===== config.mk =====
export PLATFORM = sky130hd
export DESIGN_NAME = sorted_timer_queue
export DESIGN_NICKNAME = d
export VERILOG_FILES = /design/src/hdl/stq_pkg.sv /design/src/hdl/stq_fifo.sv /design/src/hdl/stq_front.sv /design/src/hdl/stq_back.sv /design/src/hdl/sorted_timer_queue.sv
export SDC_FILE = /design/constraint.sdc
export NUM_CORES = 2
export LEC_CHECK = 0
export BUFFER_PORTS_ARGS = -buffer_cell sky130_fd_sc_hd__buf_2
export CORE_MARGIN = 5
export CORE_UTILIZATION = 47
export DETAILED_ROUTE_END_ITERATION = 8
export HOLD_SLACK_MARGIN = 0.15
export PLACE_DENSITY = 0.69
export SYNTH_ARGS = -nofsm -noshare
export SYNTH_HDL_FRONTEND = slang
export SYNTH_SLANG_ARGS = --single-unit

===== constraint.sdc =====
create_clock -name i_clk -period 7.9 [get_ports i_clk]
set_clock_uncertainty 0.2 [all_clocks]
set_input_delay 0.79 -clock i_clk [delete_from_list [all_inputs] [get_ports i_clk]]
set_output_delay 0.79 -clock i_clk [all_outputs]
set_load 0.01 [all_outputs]

===== src/hdl/stq_pkg.sv =====
// Shared constants, types and command word format for the sorted timer queue.
package stq_pkg;

    localparam int DEPTH     = 64;
    localparam int TIME_BITS = 32;
    localparam int HANDLES   = 64;
    localparam int ID_BITS   = 6;
    localparam int AW        = $clog2(DEPTH);
    localparam int CW        = $clog2(DEPTH + 1);

    typedef logic [TIME_BITS-1:0] t_time;
    typedef logic [ID_BITS-1:0]   t_id;
    typedef logic [AW-1:0]        t_addr;
    typedef logic [CW-1:0]        t_count;

    localparam logic [1:0] KIND_ADD    = 2'd0;
    localparam logic [1:0] KIND_ADJUST = 2'd1;
    localparam logic [1:0] KIND_DELETE = 2'd2;
    localparam logic [1:0] KIND_TICK   = 2'd3;

    localparam logic [1:0] ST_OK     = 2'd0;
    localparam logic [1:0] ST_FULL   = 2'd1;
    localparam logic [1:0] ST_ABSENT = 2'd2;
    localparam logic [1:0] ST_DUP    = 2'd3;

    typedef enum logic [2:0] {
        OP_INS,
        OP_DEL,
        OP_ADJ,
        OP_TICK,
        OP_REPORT
    } t_op;

    typedef struct packed {
        t_op        op;
        t_id        id;
        t_time      tval;
        logic [1:0] status;
    } t_cmd;

    typedef struct packed {
        logic valid;
        t_id  id;
    } t_pop;

    typedef enum logic [2:0] {
        S_IDLE,
        S_FIND,
        S_SHIFT,
        S_POST,
        S_INS,
        S_INSCHK,
        S_PLACE,
        S_TICK
    } t_bstate;

endpackage


===== src/hdl/stq_fifo.sv =====
// Two-word command queue between the front classifier and the back engine.
module stq_fifo (
    input  logic          i_clk,
    input  logic          i_rst_n,
    input  logic          i_push,
    input  stq_pkg::t_cmd i_data,
    input  logic          i_pop,
    output stq_pkg::t_cmd o_data,
    output logic          o_empty,
    output logic          o_full
);

    stq_pkg::t_cmd r_mem [2];
    logic          r_wp;
    logic          r_rp;
    logic [1:0]    r_cnt;

    assign o_data  = r_mem[r_rp];
    assign o_empty = (r_cnt == 2'd0);
    assign o_full  = (r_cnt == 2'd2);

    always_ff @(posedge i_clk) begin
        if (i_push) begin
            r_mem[r_wp] <= i_data;
        end
    end

    always_ff @(posedge i_clk) begin
        if (!i_rst_n) begin
            r_wp  <= 1'b0;
            r_rp  <= 1'b0;
            r_cnt <= 2'd0;
        end else begin
            if (i_push) begin
                r_wp <= ~r_wp;
            end
            if (i_pop) begin
                r_rp <= ~r_rp;
            end
            r_cnt <= r_cnt + {1'b0, i_push} - {1'b0, i_pop};
        end
    end

endmodule


===== src/hdl/stq_front.sv =====
// Front end: takes commands, checks handle presence and fill, queues work words.
module stq_front (
    input  logic          i_clk,
    input  logic          i_rst_n,
    input  logic          i_start,
    input  logic [1:0]    i_kind,
    input  logic [5:0]    i_timer_id,
    input  logic [31:0]   i_expire_time,
    input  logic [31:0]   i_now,
    input  logic          i_q_full,
    input  stq_pkg::t_pop i_pop,
    input  logic          i_tick_done,
    output logic          o_push,
    output stq_pkg::t_cmd o_cmd,
    output logic          o_busy
);

    logic [stq_pkg::HANDLES-1:0] r_present;
    stq_pkg::t_count             r_cnt;
    logic                        r_tick_pend;
    logic                        accept;
    logic                        hit;

    assign o_busy = i_q_full | r_tick_pend;
    assign accept = i_start & ~o_busy;
    assign o_push = accept;
    assign hit    = r_present[i_timer_id];

    always_comb begin
        o_cmd.id     = i_timer_id;
        o_cmd.tval   = stq_pkg::TIME_BITS'(i_expire_time);
        o_cmd.status = stq_pkg::ST_OK;
        o_cmd.op     = stq_pkg::OP_REPORT;
        case (i_kind)
            stq_pkg::KIND_ADD: begin
                if (hit) begin
                    o_cmd.status = stq_pkg::ST_DUP;
                end else if (r_cnt == stq_pkg::CW'(stq_pkg::DEPTH)) begin
                    o_cmd.status = stq_pkg::ST_FULL;
                end else begin
                    o_cmd.op = stq_pkg::OP_INS;
                end
            end
            stq_pkg::KIND_ADJUST: begin
                if (hit) begin
                    o_cmd.op = stq_pkg::OP_ADJ;
                end else begin
                    o_cmd.status = stq_pkg::ST_ABSENT;
                end
            end
            stq_pkg::KIND_DELETE: begin
                if (hit) begin
                    o_cmd.op = stq_pkg::OP_DEL;
                end else begin
                    o_cmd.status = stq_pkg::ST_ABSENT;
                end
            end
            default: begin
                o_cmd.op   = stq_pkg::OP_TICK;
                o_cmd.tval = stq_pkg::TIME_BITS'(i_now);
            end
        endcase
    end

    always_ff @(posedge i_clk) begin
        if (!i_rst_n) begin
            r_present   <= '0;
            r_cnt       <= '0;
            r_tick_pend <= 1'b0;
        end else begin
            if (accept && o_cmd.op == stq_pkg::OP_INS) begin
                r_present[i_timer_id] <= 1'b1;
                r_cnt                 <= r_cnt + 1'b1;
            end
            if (accept && o_cmd.op == stq_pkg::OP_DEL) begin
                r_present[i_timer_id] <= 1'b0;
                r_cnt                 <= r_cnt - 1'b1;
            end
            if (accept && o_cmd.op == stq_pkg::OP_TICK) begin
                r_tick_pend <= 1'b1;
            end
            if (i_pop.valid) begin
                r_present[i_pop.id] <= 1'b0;
                r_cnt               <= r_cnt - 1'b1;
            end
            if (i_tick_done) begin
                r_tick_pend <= 1'b0;
            end
        end
    end

endmodule


===== src/hdl/stq_back.sv =====
// Back end: sorted slot memory with insert, remove and expiry pop sequencer.
module stq_back (
    input  logic          i_clk,
    input  logic          i_rst_n,
    input  logic          i_q_empty,
    input  stq_pkg::t_cmd i_q_data,
    output logic          o_q_pop,
    output stq_pkg::t_pop o_pop,
    output logic          o_tick_done,
    output logic          o_valid,
    output logic [1:0]    o_status,
    output logic          o_fired,
    output logic [5:0]    o_fired_id,
    output logic          o_last
);

    stq_pkg::t_time mem_exp [stq_pkg::DEPTH];
    stq_pkg::t_id   mem_id  [stq_pkg::DEPTH];

    stq_pkg::t_bstate r_state, n_state;
    stq_pkg::t_cmd    r_cmd, n_cmd;
    stq_pkg::t_addr   r_idx, n_idx;
    stq_pkg::t_count  r_cnt, n_cnt;
    logic             r_pend, n_pend;
    stq_pkg::t_id     r_pend_id, n_pend_id;
    stq_pkg::t_time   r_rd_exp;
    stq_pkg::t_id     r_rd_id;
    logic             r_valid, n_valid;
    logic [1:0]       r_status, n_status;
    logic             r_fired, n_fired;
    stq_pkg::t_id     r_fid, n_fid;
    logic             r_last, n_last;

    logic             rd_en, wr_en;
    stq_pkg::t_addr   rd_addr, wr_addr;
    stq_pkg::t_time   wr_exp;
    stq_pkg::t_id     wr_id;
    stq_pkg::t_count  idx_c;
    logic             found, more1, more2, due;

    assign idx_c = stq_pkg::CW'(r_idx);
    assign found = (r_rd_id == r_cmd.id);
    assign more1 = (idx_c + 1'b1) < r_cnt;
    assign more2 = (idx_c + 2'd2) < r_cnt;
    assign due   = (r_cnt != '0) && (r_rd_exp <= r_cmd.tval);

    always_comb begin
        n_state = r_state;
        case (r_state)
            stq_pkg::S_IDLE: begin
                if (!i_q_empty) begin
                    case (i_q_data.op)
                        stq_pkg::OP_REPORT: n_state = stq_pkg::S_IDLE;
                        stq_pkg::OP_TICK:   n_state = stq_pkg::S_TICK;
                        stq_pkg::OP_INS:    n_state = stq_pkg::S_INS;
                        default:            n_state = stq_pkg::S_FIND;
                    endcase
                end
            end
            stq_pkg::S_FIND: begin
                if (found) begin
                    n_state = more1 ? stq_pkg::S_SHIFT : stq_pkg::S_POST;
                end
            end
            stq_pkg::S_SHIFT: begin
                if (!more2) begin
                    n_state = stq_pkg::S_POST;
                end
            end
            stq_pkg::S_POST: begin
                case (r_cmd.op)
                    stq_pkg::OP_ADJ:  n_state = stq_pkg::S_INS;
                    stq_pkg::OP_TICK: n_state = stq_pkg::S_TICK;
                    default:          n_state = stq_pkg::S_IDLE;
                endcase
            end
            stq_pkg::S_INS: begin
                n_state = (r_cnt == '0) ? stq_pkg::S_IDLE : stq_pkg::S_INSCHK;
            end
            stq_pkg::S_INSCHK: begin
                if (r_rd_exp > r_cmd.tval) begin
                    if (r_idx == stq_pkg::AW'(1)) begin
                        n_state = stq_pkg::S_PLACE;
                    end
                end else begin
                    n_state = stq_pkg::S_IDLE;
                end
            end
            stq_pkg::S_PLACE: begin
                n_state = stq_pkg::S_IDLE;
            end
            stq_pkg::S_TICK: begin
                if (due) begin
                    n_state = (stq_pkg::CW'(1) < r_cnt) ? stq_pkg::S_SHIFT : stq_pkg::S_POST;
                end else begin
                    n_state = stq_pkg::S_IDLE;
                end
            end
            default: n_state = stq_pkg::S_IDLE;
        endcase
    end

    always_comb begin
        n_cmd       = r_cmd;
        n_idx       = r_idx;
        n_cnt       = r_cnt;
        n_pend      = r_pend;
        n_pend_id   = r_pend_id;
        n_valid     = 1'b0;
        n_status    = stq_pkg::ST_OK;
        n_fired     = 1'b0;
        n_fid       = '0;
        n_last      = 1'b1;
        rd_en       = 1'b0;
        rd_addr     = '0;
        wr_en       = 1'b0;
        wr_addr     = r_idx;
        wr_exp      = r_cmd.tval;
        wr_id       = r_cmd.id;
        o_q_pop     = 1'b0;
        o_pop.valid = 1'b0;
        o_pop.id    = r_rd_id;
        o_tick_done = 1'b0;
        case (r_state)
            stq_pkg::S_IDLE: begin
                if (!i_q_empty) begin
                    o_q_pop = 1'b1;
                    n_cmd   = i_q_data;
                    n_idx   = '0;
                    n_pend  = 1'b0;
                    rd_en   = 1'b1;
                    if (i_q_data.op == stq_pkg::OP_REPORT) begin
                        n_valid  = 1'b1;
                        n_status = i_q_data.status;
                    end
                end
            end
            stq_pkg::S_FIND: begin
                rd_en = 1'b1;
                if (found) begin
                    rd_addr = r_idx + 1'b1;
                    if (!more1) begin
                        n_cnt = r_cnt - 1'b1;
                    end
                end else begin
                    n_idx   = r_idx + 1'b1;
                    rd_addr = r_idx + 1'b1;
                end
            end
            stq_pkg::S_SHIFT: begin
                wr_en   = 1'b1;
                wr_exp  = r_rd_exp;
                wr_id   = r_rd_id;
                n_idx   = r_idx + 1'b1;
                rd_en   = 1'b1;
                rd_addr = r_idx + 2'd2;
                if (!more2) begin
                    n_cnt = r_cnt - 1'b1;
                end
            end
            stq_pkg::S_POST: begin
                rd_en = 1'b1;
                if (r_cmd.op == stq_pkg::OP_DEL) begin
                    n_valid = 1'b1;
                end
            end
            stq_pkg::S_INS: begin
                if (r_cnt == '0) begin
                    wr_en   = 1'b1;
                    wr_addr = '0;
                    n_cnt   = r_cnt + 1'b1;
                    n_valid = 1'b1;
                end else begin
                    n_idx   = stq_pkg::AW'(r_cnt);
                    rd_en   = 1'b1;
                    rd_addr = stq_pkg::AW'(r_cnt - 1'b1);
                end
            end
            stq_pkg::S_INSCHK: begin
                wr_en = 1'b1;
                if (r_rd_exp > r_cmd.tval) begin
                    wr_exp  = r_rd_exp;
                    wr_id   = r_rd_id;
                    n_idx   = r_idx - 1'b1;
                    rd_en   = 1'b1;
                    rd_addr = r_idx - 2'd2;
                end else begin
                    n_cnt   = r_cnt + 1'b1;
                    n_valid = 1'b1;
                end
            end
            stq_pkg::S_PLACE: begin
                wr_en   = 1'b1;
                n_cnt   = r_cnt + 1'b1;
                n_valid = 1'b1;
            end
            stq_pkg::S_TICK: begin
                if (r_pend) begin
                    n_valid = 1'b1;
                    n_fired = 1'b1;
                    n_fid   = r_pend_id;
                    n_last  = ~due;
                end
                if (due) begin
                    n_pend      = 1'b1;
                    n_pend_id   = r_rd_id;
                    o_pop.valid = 1'b1;
                    n_idx       = '0;
                    rd_en       = 1'b1;
                    rd_addr     = stq_pkg::AW'(1);
                    if (!(stq_pkg::CW'(1) < r_cnt)) begin
                        n_cnt = r_cnt - 1'b1;
                    end
                end else begin
                    o_tick_done = 1'b1;
                    if (!r_pend) begin
                        n_valid = 1'b1;
                    end
                end
            end
            default: ;
        endcase
    end

    always_ff @(posedge i_clk) begin
        if (wr_en) begin
            mem_exp[wr_addr] <= wr_exp;
            mem_id[wr_addr]  <= wr_id;
        end
        if (rd_en) begin
            r_rd_exp <= mem_exp[rd_addr];
            r_rd_id  <= mem_id[rd_addr];
        end
    end

    always_ff @(posedge i_clk) begin
        r_cmd     <= n_cmd;
        r_idx     <= n_idx;
        r_pend_id <= n_pend_id;
        r_status  <= n_status;
        r_fired   <= n_fired;
        r_fid     <= n_fid;
        r_last    <= n_last;
    end

    always_ff @(posedge i_clk) begin
        if (!i_rst_n) begin
            r_state <= stq_pkg::S_IDLE;
            r_cnt   <= '0;
            r_pend  <= 1'b0;
            r_valid <= 1'b0;
        end else begin
            r_state <= n_state;
            r_cnt   <= n_cnt;
            r_pend  <= n_pend;
            r_valid <= n_valid;
        end
    end

    assign o_valid    = r_valid;
    assign o_status   = r_status;
    assign o_fired    = r_fired;
    assign o_fired_id = r_fid;
    assign o_last     = r_last;

endmodule


===== src/hdl/sorted_timer_queue.sv =====
// Sorted timer queue top level: front classifier, command queue, sorted back engine.
// Commands are taken when start is high and busy is low; up to two may wait in the
// queue. After a tick, busy stays high until its last result is on the ports. Each
// result shows for one cycle with o_valid and cannot be held off. An add answers
// once its slot is placed, shifting later slots up; a delete answers after the
// search and the shift of the slots behind it; an adjust deletes, then re-inserts.
// A tick pops the head once per expired timer, with one result each (one result if
// none has expired), the last with o_last set.
module sorted_timer_queue (
    input  logic        i_clk,
    input  logic        i_rst_n,
    input  logic        start,
    output logic        busy,
    input  logic [1:0]  i_kind,
    input  logic [5:0]  i_timer_id,
    input  logic [31:0] i_expire_time,
    input  logic [31:0] i_now,
    output logic        o_valid,
    output logic [1:0]  o_status,
    output logic        o_fired,
    output logic [5:0]  o_fired_id,
    output logic        o_last
);

    logic          push;
    logic          q_pop;
    logic          q_empty;
    logic          q_full;
    logic          tick_done;
    stq_pkg::t_cmd f_cmd;
    stq_pkg::t_cmd q_cmd;
    stq_pkg::t_pop pop;

    stq_front u_front (
        .i_clk        (i_clk),
        .i_rst_n      (i_rst_n),
        .i_start      (start),
        .i_kind       (i_kind),
        .i_timer_id   (i_timer_id),
        .i_expire_time(i_expire_time),
        .i_now        (i_now),
        .i_q_full     (q_full),
        .i_pop        (pop),
        .i_tick_done  (tick_done),
        .o_push       (push),
        .o_cmd        (f_cmd),
        .o_busy       (busy)
    );

    stq_fifo u_fifo (
        .i_clk  (i_clk),
        .i_rst_n(i_rst_n),
        .i_push (push),
        .i_data (f_cmd),
        .i_pop  (q_pop),
        .o_data (q_cmd),
        .o_empty(q_empty),
        .o_full (q_full)
    );

    stq_back u_back (
        .i_clk      (i_clk),
        .i_rst_n    (i_rst_n),
        .i_q_empty  (q_empty),
        .i_q_data   (q_cmd),
        .o_q_pop    (q_pop),
        .o_pop      (pop),
        .o_tick_done(tick_done),
        .o_valid    (o_valid),
        .o_status   (o_status),
        .o_fired    (o_fired),
        .o_fired_id (o_fired_id),
        .o_last     (o_last)
    );

endmodule

==> results.py <==
metrics = {
    "status": {
        "status": "finished clean",
    },
    "worst_setup_path": {
        "required_ps": 8250,
        "arrival_ps": 7710,
        "crit_type": "register to register",
        "r2r_cells": 12,
        "cpMostUsedCell": "nand4_1",
        "worstSetupEndpointType": "register",
        "path_cells": "ha_1, nand4_1, a211oi_1, nor3_1, o2bb2ai_2, o211a_4, buf_4, mux2i_1, a22o_1, a31oi_1, nand4_1, o41ai_1",
        "cp-start-kind": "register",
        "cp_slowest_cell": "o41ai_1",
        "path_max_fanout": 53,
        "slowest_delay_ps": 1140,
    },
    "detailed_routing": {
        "drt_pass1_iterations": 7,
        "detail_route.wl_per_cell_um": 29.7,
        "routed_wl_um": 326000,
        "drtIter0Drc": 10537,
        "drc_errors": 0,
        "ant_nets": 0,
        "vias_per_cell": 6.34,
        "vias": 69578,
    },
    "global_routing": {
        "grt.total_usage_pct": 26.3,
        "antenna_found_initial": 8,
        "grt_max_degree": 130,
        "globalRouteOverflowTotal": 0,
        "grt_pass1_wl_um": 466000,
        "grt_pass1_vias": 66268,
    },
    "clocking": {
        "clkTransAtPathRegs_ps": 60,
        "cts_buffer_depth": 4,
        "cts_hold_buf": 68,
        "post_cts_resized": 0,
        "cts_setup_buffers": 0,
        "tritoncts": "done",
        "cts_sinks": 2708,
        "cts_root_buf": "clkbuf_16",
        "worstSkewPairLatency_ps": 950,
        "cts-htree-levels": 5,
        "numCtsBuffers": 284,
    },
    "layout": {
        "fin_util_pct": 53.5,
        "multi_input_area_sq_um": 26400,
        "fillers": 17937,
        "syn_to_final_growth_pct": 13.4,
        "regArea_sq_um": 80300,
        "nets": 7893,
        "layout-drive-gt1-share_pct": 11.7,
    },
    "die": {
        "die_h_um": 490,
        "fp.dieW_um": 490,
        "floorplan.initialDensity_pct": 47.2,
        "core.rowCount": 176,
        "core_area_sq_um": 230000,
        "ioPinCount": 87,
        "dieArea_sq_um": 240000,
    },
    "placement": {
        "gp_congestion": 0.957,
        "dpl.hpwl_um": 181000,
        "numPortBuffers": 86,
    },
    "timing": {
        "fmax_ghz": 0.136,
        "hold_viol": 0,
        "slew-limit-headroom_pct": 9.23,
        "period_share_pct": 93.2,
        "finalSetupViolCount": 0,
        "fin_setup_tns_ps": 0,
        "worst_pin_slew_ps": 1360,
        "period_minus_slack_ps": 7360,
        "grt_setup_unrepaired": "false",
        "drv_slew": 0,
    },
    "logic_synthesis": {
        "ys_types": 90,
        "synth_edf_count": 2609,
        "synthesis.area_sq_um": 108000,
        "syn_area_per_cell_sq_um": 14.3,
        "async_flop_share_pct": 0,
        "ys_ff_latch": 2708,
        "ys_seq_area_share_pct": 74.1,
        "syn-num-nets": 7693,
        "synth_flop_cell": "edfxtp_1",
        "synthCells": 7556,
        "yosysWarningCount": 0,
    },
    "power": {
        "power.density_nw_per_um2": 378,
        "p_leak_uw": 0.0422,
        "peakVddDrop_uv": 308,
    },
    "run": {
        "maxCapViolCount": 0,
    },
    "worst_hold_path": {
        "min_path_cells": 1,
        "hold_path_class": "register to register",
    },
}
[layout by cell type, fill, tap and decap left out, types with 12 or more instances in the layout]
cell type / Yosys / routed
buf_4: 53 / 203
nand4_1: 99 / 99
or4_1: 42 / 42
ha_1: 62 / 61
o21ai_0: 71 / 39
and3_1: 19 / 18
a32o_1: 19 / 19
or3_1: 16 / 16
edfxtp_1: 2609 / 2609
nand2_1: 1755 / 1752
dfxtp_1: 99 / 98
a32oi_1: 288 / 288
mux2_2: 82 / 82
nor2_4: 1 / 67
nor2_1: 207 / 146
o22ai_1: 83 / 82
buf_12: 0 / 34
o21ai_4: 0 / 32
and2_1: 27 / 26
buf_2: 176 / 86
clkinv_2: 0 / 34
clkinv_1: 0 / 46
xnor2_1: 19 / 19
inv_1: 55 / 55
clkbuf_16: 0 / 291
xor2_1: 17 / 17
o31ai_1: 27 / 27
mux2i_1: 413 / 413
a21oi_1: 124 / 124
nor3_1: 24 / 18
dlygate4sd3_1: 0 / 68
clkbuf_1: 194 / 63
a31oi_1: 148 / 148
bufinv_16: 0 / 29
a22oi_1: 12 / 12
o221ai_1: 96 / 95
a221oi_1: 30 / 30
nand3_1: 438 / 438
[Yosys cell counts (all sizes together) (26+ instances only)]
library cell	count	area [sq um]
o221ai	96	841
nand2	1757	6600
nor3	26	140
a31oi	148	926
mux2i	413	4130
ha	62	776
o22ai	83	519
nand3	440	2210
or4	42	315
o21ai	73	365
buf	282	1650
edfxtp	2609	78300
nor2	213	820
clkbuf	195	736
o31ai	27	203
a21oi	124	621
a32oi	288	2520
dfxtp	99	1980
nand4	99	619
and2	28	178
mux2	82	923
inv	55	206
a221oi	31	278
[where the power goes]
part	internal [uW]	total (uW)	switching [uW]
logic	3770	14600	10800
registers	18300	18800	494
clock network	7680	13000	5320
total	29800	46400	16600
[registers in the layout, indices dropped and copies added (netlist names), named ones only]
signal	cells
u_back.mem_id	384
u_back.o_valid	1
u_fifo.r_rp	1
u_back.r_cnt	7
u_front.r_cnt	7
u_back.r_pend	1
u_front.r_tick_pend	1
u_back.mem_exp	2048
u_front.r_present	64
u_fifo.r_cnt	2
u_back.r_pend_id	6
u_back.o_status	2
u_back.r_cmd	41
u_fifo.r_mem	86
u_back.r_rd_id	6
u_back.r_state	3
u_back.r_idx	6
u_back.o_fired_id	6
u_back.o_fired	1
u_back.o_last	1
u_back.r_rd_exp	32
u_fifo.r_wp	1
[cell families (layout without fill, tap and decap cells)]
logic type / Yosys count / in the layout / synth area share, %
AND/OR/NAND/NOR: 2710 / 2710 / 10.7
flip-flops: 2708 / 2708 / 74.1
AO/OA/AOI/OAI: 1004 / 1004 / 6.88
buffers and inverters: 532 / 923 / 2.39
multiplexers: 504 / 504 / 4.85
adder cells (fa/ha/maj): 62 / 62 / 0.716
XOR/XNOR: 36 / 36 / 0.291
other: 0 / 3 / 0
[metrics by stage]
step | hold WS (ps) | cell area (sq um) | power, uW | std cells | setup WS (ps)
final | 234 | 123000 | 46400 | 10976 | 538
after global routing | 238 | 123000 | 47900 | 10973 | 270
after CTS | 226 | 123000 | 46100 | 10973 | 722
after detailed placement | 212 | 113000 | 33200 | 10428 | 791
after global placement | 213 | 113000 | 32900 | 10428 | 730
after floorplan | 180 | 108000 | 27600 | 7556 | 1170
[final timing paths]
check | startpoint | endpoint | slack, ps
hold / removal | u_back.r_pend | u_back.o_last | 230
setup reg to reg | u_back.r_rd_exp[11] | u_back.r_rd_exp[0] | 540
setup / recovery | u_back.r_rd_exp[11] | u_back.r_rd_exp[0] | 540
hold reg to reg | u_back.r_pend | u_back.o_last | 230
[layer usage]
| layer | part of all wire (%) | wire, um | global-route usage [%] |
|---|---|---|---|
| met1 | 37 | 122000 | 36.1 |
| met2 | 45 | 148000 | 40.3 |
| met3 | 13 | 41400 | 6.77 |
| met4 | 4.4 | 14400 | 10.5 |
| met5 | 0.0067 | 22 | 0 |
[critical path: cells and delay by family (launching register included)]
kind	cells	cell delay, ps
and+or+nand+nor	3	780
AOI/OAI and AO/OA	6	3950
adders and majority gates	1	420
muxes	1	170
DFF	1	590
buffers and inverters	1	750
[final cells by class]
class | instances | area share [%]
clock inverters | 121 | 1.07
inverters | 55 | 0.168
repair buffers | 391 | 2.70
diodes | 3 | 0.00611
well taps | 3026 | 3.08
flip-flops and latches | 2708 | 65.4
clock buffers | 356 | 6.14
multi-input cells | 4316 | 21.5
(Power assumes the default switching activity.)
